`src/design/esa_pkg.sv`:
```
// ----------------------------------------------------------------------------
// esa_pkg: shared types and constants of the event slot allocator
// Operation codes, register indexes and reset values, table geometry, and the
// command and status bundles between controller and datapath.
// ----------------------------------------------------------------------------
package esa_pkg;

  localparam int DATA_W  = 32;
  localparam int OP_W    = 3;
  localparam int RV_W    = 9;
  localparam int CFG_IDX_W = 3;

  localparam int DEFAULT_EVENT_SLOTS = 256;

  // table is kept as rows of ROW_W slots
  localparam int ROW_W = 32;
  localparam int COL_W = 5;

  localparam logic [RV_W-1:0] RV_FAIL = 9'h1FF;
  localparam logic [RV_W-1:0] RV_OK   = 9'h001;
  localparam logic [RV_W-1:0] RV_ZERO = 9'h000;

  typedef enum logic [OP_W-1:0] {
    OP_OPEN    = 3'd0,
    OP_CLOSE   = 3'd1,
    OP_WAIT    = 3'd2,
    OP_ENABLE  = 3'd3,
    OP_DISABLE = 3'd4,
    OP_TEST    = 3'd5
  } op_t;

  localparam logic [CFG_IDX_W-1:0] REG_SW_CARD  = 3'd0;
  localparam logic [CFG_IDX_W-1:0] REG_HW_CARD  = 3'd1;
  localparam logic [CFG_IDX_W-1:0] REG_IO_END   = 3'd2;
  localparam logic [CFG_IDX_W-1:0] REG_ERROR    = 3'd3;
  localparam logic [CFG_IDX_W-1:0] REG_TIMEOUT  = 3'd4;
  localparam logic [CFG_IDX_W-1:0] REG_NEW_CARD = 3'd5;

  localparam logic [DATA_W-1:0] RST_SW_CARD  = 32'hF400_0002;
  localparam logic [DATA_W-1:0] RST_HW_CARD  = 32'hF000_0011;
  localparam logic [DATA_W-1:0] RST_IO_END   = 32'h0000_0004;
  localparam logic [DATA_W-1:0] RST_ERROR    = 32'h0000_8000;
  localparam logic [DATA_W-1:0] RST_TIMEOUT  = 32'h0000_0100;
  localparam logic [DATA_W-1:0] RST_NEW_CARD = 32'h0000_2000;

  typedef struct packed {
    logic [DATA_W-1:0] sw_card;
    logic [DATA_W-1:0] hw_card;
    logic [DATA_W-1:0] io_end;
    logic [DATA_W-1:0] error;
    logic [DATA_W-1:0] timeout;
    logic [DATA_W-1:0] new_card;
  } cfg_t;

  typedef struct packed {
    logic load;
    logic advance;
    logic commit;
    logic out_load;
  } cmd_t;

  typedef struct packed {
    logic needs_mem;
    logic more;
  } status_t;

endpackage

```
`src/design/event_slot_allocator.sv`:
```
// ----------------------------------------------------------------------------
// event_slot_allocator: event slot table with rotating first-free search
// Opens, closes, tests and bounds-checks event slots, one request at a time.
// ----------------------------------------------------------------------------
// One request is taken at a time; a finished result sits in an output register,
// so the next request is accepted while it waits. Wait, enable, disable, the
// unused operation codes, opens with a zero descriptor, and closes and tests
// with out-of-range ids go from accept straight to the done state without a
// table read. Close and test read their row once and then load the result. An
// open reads one 32-slot row of the table memory per cycle starting at the hint
// row, ROWS+1 reads at most, ROWS = ceil(EVENT_SLOTS/32); a full table costs
// the most. A stalled result that is still waiting holds the next request in
// the done state until it leaves. Per-row valid flags clear the table at reset,
// so no clearing pass runs. The code registers are to be written through
// cfg_write/cfg_index/cfg_data only while idle; the block does not enforce this.
module event_slot_allocator #(
  parameter int EVENT_SLOTS = esa_pkg::DEFAULT_EVENT_SLOTS
) (
  input  logic                            clk,
  input  logic                            rst,
  input  logic                            cfg_write,
  input  logic [esa_pkg::CFG_IDX_W-1:0]   cfg_index,
  input  logic [esa_pkg::DATA_W-1:0]      cfg_data,
  input  logic                            in_valid,
  output logic                            in_stall,
  input  logic [esa_pkg::OP_W-1:0]        operation,
  input  logic [esa_pkg::DATA_W-1:0]      descriptor,
  input  logic [esa_pkg::DATA_W-1:0]      spec_code,
  input  logic [esa_pkg::DATA_W-1:0]      event_id,
  output logic                            out_valid,
  input  logic                            out_stall,
  output logic signed [esa_pkg::RV_W-1:0] return_value,
  output logic                            unsupported
);
  import esa_pkg::*;

  cfg_t    cfg;
  cmd_t    cmd;
  status_t status;

  esa_cfg_regs u_cfg (
    .clk       (clk),
    .rst       (rst),
    .cfg_write (cfg_write),
    .cfg_index (cfg_index),
    .cfg_data  (cfg_data),
    .cfg       (cfg)
  );

  esa_ctrl u_ctrl (
    .clk       (clk),
    .rst       (rst),
    .in_valid  (in_valid),
    .in_stall  (in_stall),
    .out_valid (out_valid),
    .out_stall (out_stall),
    .status    (status),
    .cmd       (cmd)
  );

  esa_datapath #(
    .EVENT_SLOTS (EVENT_SLOTS)
  ) u_dp (
    .clk          (clk),
    .rst          (rst),
    .cfg          (cfg),
    .operation    (operation),
    .descriptor   (descriptor),
    .spec_code    (spec_code),
    .event_id     (event_id),
    .cmd          (cmd),
    .status       (status),
    .return_value (return_value),
    .unsupported  (unsupported)
  );

endmodule

```
`src/design/esa_cfg_regs.sv`:
```
// ----------------------------------------------------------------------------
// esa_cfg_regs: descriptor and spec code registers
// Six write-only code registers, loaded from the plain write port.
// ----------------------------------------------------------------------------
module esa_cfg_regs (
  input  logic                            clk,
  input  logic                            rst,
  input  logic                            cfg_write,
  input  logic [esa_pkg::CFG_IDX_W-1:0]   cfg_index,
  input  logic [esa_pkg::DATA_W-1:0]      cfg_data,
  output esa_pkg::cfg_t                   cfg
);
  import esa_pkg::*;

  always_ff @(posedge clk) begin
    if (rst) begin
      cfg.sw_card  <= RST_SW_CARD;
      cfg.hw_card  <= RST_HW_CARD;
      cfg.io_end   <= RST_IO_END;
      cfg.error    <= RST_ERROR;
      cfg.timeout  <= RST_TIMEOUT;
      cfg.new_card <= RST_NEW_CARD;
    end else if (cfg_write) begin
      unique case (cfg_index)
        REG_SW_CARD:  cfg.sw_card  <= cfg_data;
        REG_HW_CARD:  cfg.hw_card  <= cfg_data;
        REG_IO_END:   cfg.io_end   <= cfg_data;
        REG_ERROR:    cfg.error    <= cfg_data;
        REG_TIMEOUT:  cfg.timeout  <= cfg_data;
        REG_NEW_CARD: cfg.new_card <= cfg_data;
        default: ;
      endcase
    end
  end

endmodule

```
`src/design/esa_ctrl.sv`:
```
// ----------------------------------------------------------------------------
// esa_ctrl: request sequencer
// Accepts a request, steps the row search, commits, and hands the result to
// the output register.
// ----------------------------------------------------------------------------
module esa_ctrl (
  input  logic              clk,
  input  logic              rst,
  input  logic              in_valid,
  output logic              in_stall,
  output logic              out_valid,
  input  logic              out_stall,
  input  esa_pkg::status_t  status,
  output esa_pkg::cmd_t     cmd
);
  import esa_pkg::*;

  typedef enum logic [2:0] {
    S_IDLE = 3'b001,
    S_EVAL = 3'b010,
    S_DONE = 3'b100
  } state_t;

  state_t state, state_next;

  always_comb begin
    state_next = state;
    cmd        = '0;
    unique case (state)
      S_IDLE: begin
        if (in_valid) begin
          cmd.load   = 1'b1;
          state_next = status.needs_mem ? S_EVAL : S_DONE;
        end
      end
      S_EVAL: begin
        if (status.more) begin
          cmd.advance = 1'b1;
        end else begin
          cmd.commit = 1'b1;
          state_next = S_DONE;
        end
      end
      S_DONE: begin
        if (!out_valid || !out_stall) begin
          cmd.out_load = 1'b1;
          state_next   = S_IDLE;
        end
      end
      default: state_next = S_IDLE;
    endcase
  end

  assign in_stall = (state != S_IDLE);

  always_ff @(posedge clk) begin
    if (rst) begin
      state     <= S_IDLE;
      out_valid <= 1'b0;
    end else begin
      state <= state_next;
      if (cmd.out_load) begin
        out_valid <= 1'b1;
      end else if (!out_stall) begin
        out_valid <= 1'b0;
      end
    end
  end

endmodule

```
`src/design/esa_datapath.sv`:
```
// ----------------------------------------------------------------------------
// esa_datapath: slot table, search and result registers
// Slot table held as rows of used and status bits with per-row valid flags,
// a one-row-per-cycle free slot search from the hint, and the output register.
// ----------------------------------------------------------------------------
module esa_datapath #(
  parameter int EVENT_SLOTS = esa_pkg::DEFAULT_EVENT_SLOTS
) (
  input  logic                          clk,
  input  logic                          rst,
  input  esa_pkg::cfg_t                 cfg,
  input  logic [esa_pkg::OP_W-1:0]      operation,
  input  logic [esa_pkg::DATA_W-1:0]    descriptor,
  input  logic [esa_pkg::DATA_W-1:0]    spec_code,
  input  logic [esa_pkg::DATA_W-1:0]    event_id,
  input  esa_pkg::cmd_t                 cmd,
  output esa_pkg::status_t              status,
  output logic signed [esa_pkg::RV_W-1:0] return_value,
  output logic                          unsupported
);
  import esa_pkg::*;

  localparam int ROWS   = (EVENT_SLOTS + ROW_W - 1) / ROW_W;
  localparam int ROW_AW = (ROWS > 1) ? $clog2(ROWS) : 1;
  localparam int IDX_W  = ROW_AW + COL_W;
  localparam int VIS_W  = $clog2(ROWS + 1);
  localparam int LAST_N = EVENT_SLOTS - (ROWS - 1) * ROW_W;
  localparam logic [ROW_W-1:0] LAST_MASK =
    (LAST_N == ROW_W) ? {ROW_W{1'b1}} : ROW_W'((64'd1 << LAST_N) - 64'd1);
  localparam logic [ROW_AW-1:0] LAST_ROW = ROW_AW'(ROWS - 1);
  localparam logic [VIS_W-1:0]  LAST_VISIT = VIS_W'(ROWS);

  // request fields
  op_t               op_q;
  logic              stat_q;
  logic              unsup_q;
  logic [IDX_W-1:0]  ev_idx_q;

  // search and table state
  logic [ROW_AW-1:0] cur_row, cur_row_next;
  logic [VIS_W-1:0]  visit;
  logic [IDX_W-1:0]  hint;
  logic [2*ROW_W-1:0] mem [ROWS];
  logic [ROWS-1:0]   row_valid;
  logic [2*ROW_W-1:0] rd_raw;
  logic              rd_hit;

  // pending result and output register
  logic [RV_W-1:0]   res_rv;
  logic              res_unsup;

  // input-side decode
  op_t               op_in;
  logic              in_range;
  logic              card;
  logic              io_end_hit;
  logic              known_spec;
  logic [RV_W-1:0]   rv_load;

  // row evaluation
  logic [ROW_W-1:0]  word_used, word_stat;
  logic [ROW_W-1:0]  upper, window, exist, free;
  logic              found, last;
  logic [COL_W-1:0]  free_col, col_sel;
  logic [ROW_W-1:0]  col_oh;
  logic [IDX_W-1:0]  slot_id;
  logic [IDX_W:0]    slot_inc;
  logic [IDX_W-1:0]  hint_after;
  logic              mem_we;
  logic [2*ROW_W-1:0] wr_word;

  assign op_in      = op_t'(operation);
  assign in_range   = (event_id < DATA_W'(EVENT_SLOTS));
  assign card       = (descriptor == cfg.sw_card) || (descriptor == cfg.hw_card);
  assign io_end_hit = card && (spec_code == cfg.io_end);
  assign known_spec = card && ((spec_code == cfg.error) || (spec_code == cfg.timeout) ||
                               (spec_code == cfg.new_card));

  always_comb begin
    status.needs_mem = 1'b0;
    status.more      = (op_q == OP_OPEN) && !found && !last;
    rv_load          = RV_ZERO;
    unique case (op_in)
      OP_OPEN: begin
        status.needs_mem = (descriptor != '0);
        rv_load          = RV_FAIL;
      end
      OP_CLOSE, OP_TEST: status.needs_mem = in_range;
      OP_WAIT, OP_ENABLE, OP_DISABLE: rv_load = in_range ? RV_OK : RV_ZERO;
      default: ;
    endcase
  end

  // row read data, rows never written read as empty
  assign word_used = rd_hit ? rd_raw[ROW_W-1:0] : '0;
  assign word_stat = rd_hit ? rd_raw[2*ROW_W-1:ROW_W] : '0;

  assign upper  = {ROW_W{1'b1}} << hint[COL_W-1:0];
  assign last   = (visit == LAST_VISIT);
  assign window = (visit == '0) ? upper : (last ? ~upper : {ROW_W{1'b1}});
  assign exist  = (cur_row == LAST_ROW) ? LAST_MASK : {ROW_W{1'b1}};
  assign free   = ~word_used & exist & window;
  assign found  = |free;

  always_comb begin
    free_col = '0;
    for (int j = ROW_W - 1; j >= 0; j--) begin
      if (free[j]) begin
        free_col = COL_W'(j);
      end
    end
  end

  assign slot_id    = {cur_row, free_col};
  assign slot_inc   = {1'b0, slot_id} + (IDX_W+1)'(1);
  assign hint_after = (slot_inc >= (IDX_W+1)'(EVENT_SLOTS)) ? '0 : slot_inc[IDX_W-1:0];
  assign col_sel    = (op_q == OP_OPEN) ? free_col : ev_idx_q[COL_W-1:0];
  assign col_oh     = ROW_W'(1) << col_sel;

  always_comb begin
    mem_we  = 1'b0;
    wr_word = {word_stat, word_used};
    if (cmd.commit) begin
      if (op_q == OP_OPEN) begin
        mem_we  = found;
        wr_word = {(stat_q ? (word_stat | col_oh) : (word_stat & ~col_oh)),
                   word_used | col_oh};
      end else if (op_q == OP_CLOSE) begin
        mem_we  = 1'b1;
        wr_word = {word_stat, word_used & ~col_oh};
      end
    end
  end

  always_comb begin
    if (cmd.load) begin
      cur_row_next = (op_in == OP_OPEN) ? hint[IDX_W-1:COL_W] : event_id[IDX_W-1:COL_W];
    end else if (cmd.advance) begin
      cur_row_next = (cur_row == LAST_ROW) ? '0 : cur_row + ROW_AW'(1);
    end else begin
      cur_row_next = cur_row;
    end
  end

  // table memory
  always_ff @(posedge clk) begin
    if (mem_we) begin
      mem[cur_row] <= wr_word;
    end
    rd_raw <= mem[cur_row_next];
    rd_hit <= row_valid[cur_row_next];
  end

  always_ff @(posedge clk) begin
    if (rst) begin
      row_valid <= '0;
      hint      <= '0;
    end else begin
      if (mem_we) begin
        row_valid[cur_row] <= 1'b1;
      end
      if (cmd.commit && (op_q == OP_OPEN) && found) begin
        hint <= hint_after;
      end else if (cmd.commit && (op_q == OP_CLOSE)) begin
        hint <= ev_idx_q;
      end
    end
  end

  always_ff @(posedge clk) begin
    cur_row <= cur_row_next;
    if (cmd.load) begin
      op_q      <= op_in;
      stat_q    <= io_end_hit;
      unsup_q   <= !io_end_hit && !known_spec;
      ev_idx_q  <= event_id[IDX_W-1:0];
      visit     <= '0;
      res_rv    <= rv_load;
      res_unsup <= 1'b0;
    end else if (cmd.advance) begin
      visit <= visit + VIS_W'(1);
    end else if (cmd.commit) begin
      unique case (op_q)
        OP_OPEN: begin
          res_rv    <= found ? RV_W'(slot_id) : RV_FAIL;
          res_unsup <= found && unsup_q;
        end
        OP_CLOSE: res_rv <= RV_OK;
        OP_TEST:  res_rv <= {{(RV_W-1){1'b0}}, word_stat[ev_idx_q[COL_W-1:0]]};
        default: ;
      endcase
    end
    if (cmd.out_load) begin
      return_value <= res_rv;
      unsupported  <= res_unsup;
    end
  end

endmodule

```
`config.mk`:
```
export PLATFORM = sky130hd
export DESIGN_NAME = event_slot_allocator
export DESIGN_NICKNAME = d
export VERILOG_FILES = /design/src/design/esa_pkg.sv /design/src/design/event_slot_allocator.sv /design/src/design/esa_cfg_regs.sv /design/src/design/esa_ctrl.sv /design/src/design/esa_datapath.sv
export SDC_FILE = /design/constraint.sdc
export NUM_CORES = 2
export LEC_CHECK = 0
export BUFFER_PORTS_ARGS = -buffer_cell sky130_fd_sc_hd__clkbuf_2
export CORE_AREA = 2 2 266 268
export CTS_BUF_LIST = sky130_fd_sc_hd__clkbuf_8 sky130_fd_sc_hd__clkbuf_16
export DETAILED_ROUTE_END_ITERATION = 10
export DIE_AREA = 0 0 268 270
export PLACE_DENSITY = 0.71
export SLEW_MARGIN = 25
export SYNTH_ARGS = -nofsm -noshare
export SYNTH_HDL_FRONTEND = slang
export SYNTH_SLANG_ARGS = --single-unit
```
`constraint.sdc`:
```
create_clock -name clk -period 20.8 [get_ports clk]
set_clock_uncertainty 0.1 [all_clocks]
set_input_delay 4.16 -clock clk [delete_from_list [all_inputs] [get_ports clk]]
set_output_delay 4.16 -clock clk [all_outputs]
set_load 0.01 [all_outputs]
```
Word-level counts from Yosys, hierarchy flattened
Memories as Yosys holds them, arrays and structs flattened. A register that Yosys moved wholly into a read port is not among the register bits.
Cells that the tools add are included.
Storage, ports and cells
  flip-flop bits (word level): 253
  memory bits (writable): 512
  input port bits: 139
  output and inout port bits: 12
  logic and storage cells: 193
  memories kept: 1
Cells by class
  add/sub/neg operators: 3
  $lt $le $gt $ge: 6
  equality and inequality tests: 29
  shifts and indexed selects: 2
  muxes and demuxes: 81
  bitwise logic cells: 10
  reduce and logical (&&, ||, !) cells: 40
Memories
  u_dp.mem: depth 8, bits a word 64, rd ports 1, clocked after Yosys merged registers in 1, wr ports 1, RTL line esa_datapath.sv:43  | logic [2*ROW_W-1:0] mem [ROWS];
Operators with widths (number)
  $eq 32x32->1: 6
  $mux 32: 6
  $mux 5: 33
  $mux 64: 2
  $and 32x32->32: 3
  $not 32->32: 3
  $or 32x32->32: 2
  $mux 9: 4
  $lt 32x9->1 const B: 1
  $reduce_bool 32->1: 1
  $reduce_or 32->1: 1
  $shl 1x5->32 const A: 1
  $shl 32x5->32 const A: 1
  $pmux 9 s3: 1
  $mux 3: 8
  $mux 8: 3
  $eq 3x3->1 const B: 7
  $pmux 9 s2: 1
  $mux 1: 17
  $eq 3x2->1 const B: 5
  $eq 3x1->1 const B: 4
  $reduce_and 2->1: 6
  $logic_and 1x1->1: 10
  $add 8x1->9 const B: 1
  27 further kinds: 44

Logic depth before layout (Yosys ltp)
  word-level depth: 44
  depth in mapped cells: 18

Cells and area by module
From an unflattened synthesis, not the netlist that was laid out.
Second synthesis, totals
  cell total of the unflattened synthesis: 2605
  area total of the unflattened synthesis: 36711.5 µm²
Modules (own cells, without submodules)
  esa_datapath: instances 1, cells an instance 1898, area each 28956.5 µm²
  esa_cfg_regs: instances 1, cells an instance 680, area each 7527.2 µm²
  esa_ctrl: instances 1, cells an instance 27, area each 227.7 µm²

Worst setup path before layout
Ideal clock, no wire load.
  path kind: flip-flop to flip-flop
  start point: reg u_dp.visit[0]
  end point: mem u_dp.mem[0][0] (netlist bit), enable pin
  setup time: 647 ps
  arrival: 8624 ps
  required time: 20053 ps
  slack: 11429 ps
  cell stages (with the launch flop): 15
  buffers on the path: 4
  cell sequence: dfxtp_1 > inv_1 > ha_1 > buf_2 > and3b_1 > clkbuf_1 > o21ai_1 > a22oi_1 > o311ai_1 > or2_1 > clkbuf_1 > or3_1 > clkbuf_1 > o21ai_0 > nor4_1
Between the ends
  longest elaborated chain between the ends: 13
  elaborated cells on any way between the ends: 16
  classes of those cells: 1 x eq/ne; 8 x mux; 1 x bitwise; 6 x reduce/logical
RTL lines
  start, declared: RTL line esa_datapath.sv:41  | logic [VIS_W-1:0] visit;
  start signal, assigned: RTL line esa_datapath.sv:181  | visit <= visit + VIS_W'(1);
  $eq 4x4->1: RTL line esa_datapath.sv:99  | assign last = (visit == LAST_VISIT);
  $mux 32 (2 in series): RTL line esa_datapath.sv:100  | assign window = (visit == '0) ? upper : (last ? ~upper : {ROW_W{1'b1}});
  $and 32x32->32: RTL line esa_datapath.sv:102  | assign free = ~word_used & exist & window;
  $reduce_or 32->1: RTL line esa_datapath.sv:103  | assign found = |free;
  $logic_not 1->1: RTL line esa_datapath.sv:81  | status.more = (op_q == OP_OPEN) && !found && !last;
  $logic_and 1x1->1 (2 in series): RTL line esa_datapath.sv:81
  $mux 1: RTL line esa_ctrl.sv:37  | if (status.more) begin
  $mux 2: RTL line esa_ctrl.sv:29  | unique case (state)
  $mux 1 (*): RTL line esa_datapath.sv:123  | if (cmd.commit) begin
  $mux 1 (*): RTL line esa_datapath.sv:147  | if (mem_we) begin
  $mux 1 (implied by the code) (*): RTL line esa_datapath.sv:148  | mem[cur_row] <= wr_word;
  end, declared: RTL line esa_datapath.sv:43
Mark *: on every way between the ends. The rest lies on a longest branch, timed or not.

Final worst setup path
  start point: in operation[2] (netlist bit)
  end point: reg u_dp.rd_raw[26], read port of u_dp.mem
Between the ends
  longest elaborated chain between the ends: 3
RTL lines
  start, declared: RTL line event_slot_allocator.sv:26  | input logic [esa_pkg::OP_W-1:0] operation,
  $logic_not 3->1: RTL line esa_datapath.sv:137  | cur_row_next = (op_in == OP_OPEN) ? hint[IDX_W-1:COL_W] : event_id[IDX_W-1:COL_W];
  $mux 3: RTL line esa_datapath.sv:137
  $mux 3: RTL line esa_datapath.sv:136  | if (cmd.load) begin
  end, declared: RTL line esa_datapath.sv:45  | logic [2*ROW_W-1:0] rd_raw;
No other way between the ends.
A chain may end at the register's enable or synchronous reset.

==> metrics <==
outcome complete, no violations; die area 72400 um2; crit path DAT between 8 and 9 ns; reg-to-reg slack, setup 13.99 ns; DRC Markers 0; Required @ worst endpoint 21.22 ns; min Tclk post-route 7.65 ns; Seq/Total Area, Yosys around 60%; final setup TNS 0 ns; H-tree levels 3; Crit path top cell by count nand2_4; Cell variety after synth 96; layout cells sized above 1 12.1%; vias ~27000; HP Class flop to flop; post-cts sizing count 0; final setup fails 0; Area contributors post-synth edfxtp_1 (45%), dfxtp_1 (16%), a211oi_1 (5.4%); CTS Sinks 829; detailed-route wire length about 110000 um; Starting DRT DRC Count between 3000 and 4000; FILL cells between 5000 and 6000; critical path type input port to flop; DIE WIDTH 268 um; largest net degree at the start of global routing around 140; Ys Warns 0; async set or reset register ratio after synthesis 0%; Final GP Congestion 0.961; nets@finish 3432; Setup Fix Bufs, Post-CTS 0; global-route wire length before repair 158000 um; Leak Pwr 14.3 nW; upper clock frequency limit 0.131 GHz; placeable core area about 70000 um2; Overflow after GRT 0; post-detail-place hpwl around 63000 um; Port Buffers 150; syn nets 3419; wire per inst roughly 24 um; share of Yosys cell area claimed by the top area cell type between 40% and 50%; I/O pins between 150 and 200; Worst-Skew Late Latency around 0.66 ns; Final Hold Violating Endpoints 0; via-per-instance ratio about 6.3; Cells after Synth around 3300; CP startpoint kind input port; Crit. End Element flop; synthesized area per cell 11.2 um2; antenna violations before repair 6; post-synthesis register bit count 829; dominant synthesized flop cell edfxtp_1; Antenna Nets Post-Route 0; Clock Pin Slew Worst Setup and Hold Paths 0.06 ns; Worst slew margin approximately a quarter; worst-margin pin slew 1.10 ns; RSZ-0062 raised after global routing false; pwr dens 109 nW/um2; Core Rows 97; cell area after synthesis approximately 37000 um2; area grow syn2layout 11.8%; period utilisation layout 36.8%; area leader, netlist edfxtp_1; initial core utilization ~53%; clock buffers created by TritonCTS 85; Worst Path Buf+Inv 2; DR pass1 iterations 5; CP delay by family, top simple AND/OR/NAND/NOR gates; root buffer cell clkbuf_16; Critical Path, Cell by Cell clkbuf_2, nor3_1, mux2i_1, nand2_4, nand2_4, buf_4, a211oi_1, nor4_1; Max Slew Vio Count 0; GRT Total Usage 28.5%; vias in the first global route between 20000 and 30000; max incr delay on CP 0.86 ns; CTS max path bufs 3; Post-synth EDFFs 544; total power 0.00447 W; hold buffers post-CTS 0; worst vdd ir 0.0000758 V; Crit-path slowest cell nand2_4; max-cap check violation count 0; CTS tree built; Die Height 270 um; Worst Path Max Fanout between 70 and 80
where the power goes:
group	internal [W]	total [W]	switching (W)
clock	0.000919	0.00156	0.000645
combinational	0.000264	0.000852	0.000588
sequential	0.00196	0.00205	0.0000945
layout by cell type, fill, tap and decap left out, types with 11 or more instances in the layout:
cell type	count
edfxtp_1	544
nand2_1	487
dfxtp_1	283
and3_1	265
a211oi_1	262
a21oi_1	219
clkbuf_2	149
xnor2_1	134
nor4_1	102
clkbuf_16	86
nor2_1	83
xor2_1	71
o21ai_0	63
nand4_1	53
buf_4	45
inv_1	35
mux2i_1	35
nand2b_1	31
nand3_1	29
o211ai_1	24
nand3b_1	20
nor3_1	15
clkinv_2	15
clkbuf_8	13
and2_1	12
or3_1	12
a31oi_1	12
o22ai_1	11
synth_stat cells (all sizes together), types with 14 or more instances:
cell	n
xor2	71
and3	267
nor3	21
inv	17
nand3b	20
clkbuf	193
nand4	54
buf	82
a21oi	219
o21ai	70
and2	14
nand2b	31
edfxtp	544
dfxtp	285
nor2	87
nor4	105
nand2	491
a211oi	263
a31oi	14
nand3	32
mux2i	36
xnor2	134
o211ai	25
registers in the layout, indices dropped and copies added (netlist names):
register,count
u_dp.unsup_q,1
u_dp.res_rv,9
u_dp.ev_idx_q,8
u_dp.mem,512
u_dp.rd_hit,1
u_dp.unsupported,1
u_dp.row_valid,8
u_dp.hint,8
u_dp.op_q,3
u_cfg.cfg,192
u_dp.cur_row,3
u_dp.stat_q,1
u_dp.visit,4
u_ctrl.state,3
u_dp.rd_raw,64
u_dp.return_value,9
u_ctrl.out_valid,1
u_dp.res_unsup,1
metal layers:
metal	routed length, um	track usage [%]	vias up
met5	13	0	-
met4	4270	12.2	2
met3	8900	5.09	279
met2	50100	46.2	1296
met1	42100	37.7	13300
li1	-	-	12300
per-stage QoR:
stage	utilization, %	cell area, um2	instances	setup WS, ns	hold WS (ns)
floorplan	-	36600	3275	11.43	0.300
global placement	54.5	37900	4139	12.68	0.312
detailed placement	54.5	37900	4140	12.46	0.309
CTS	58.7	40800	4300	13.06	0.323
global route	58.8	40900	4304	12.94	0.326
finish	58.8	40900	4305	13.15	0.320
logic make-up (layout without fill, tap and decap cells):
kind of cell,Yosys count,count (layout),share of synthesized area (%)
DFF,829,829,60.3
adders and majority gates,5,5,0.171
AOI/OAI and AO/OA,716,716,13.2
muxes,48,48,1.67
other,0,4,0
xor gates and xnor gates,205,205,4.91
buffers and inverters,292,378,3.31
and+or+nand+nor,1180,1180,16.5
cell type report:
cell class	instances	area, um2	share of cell area [%]
Timing Repair Buffer	201	1180	2.89
Sequential cell	829	22000	53.9
Clock buffer	99	2330	5.70
Antenna cell	4	10.0	0.0245
Clock inverter	61	592	1.45
Multi-Input combinational cell	2154	13500	33.0
Tap cell	940	1180	2.88
Inverter	17	63.8	0.156
worst paths after layout:
kind / end / startpoint / depth (start not counted)
worst min register to register: u_dp.return_value[6]$_DFFE_PP_ / u_dp.res_rv[6]$_DFFE_PP_ / 0
worst max-delay path: u_dp.rd_raw[26]$_DFF_P_ / operation[2] / 8
worst min-delay path: u_dp.return_value[6]$_DFFE_PP_ / u_dp.res_rv[6]$_DFFE_PP_ / 0
worst max register to register: u_dp.rd_raw[34]$_DFF_P_ / u_dp.visit[0]$_SDFFE_PP0P_ / 15
Note: power is estimated with default switching activity, not from simulation.
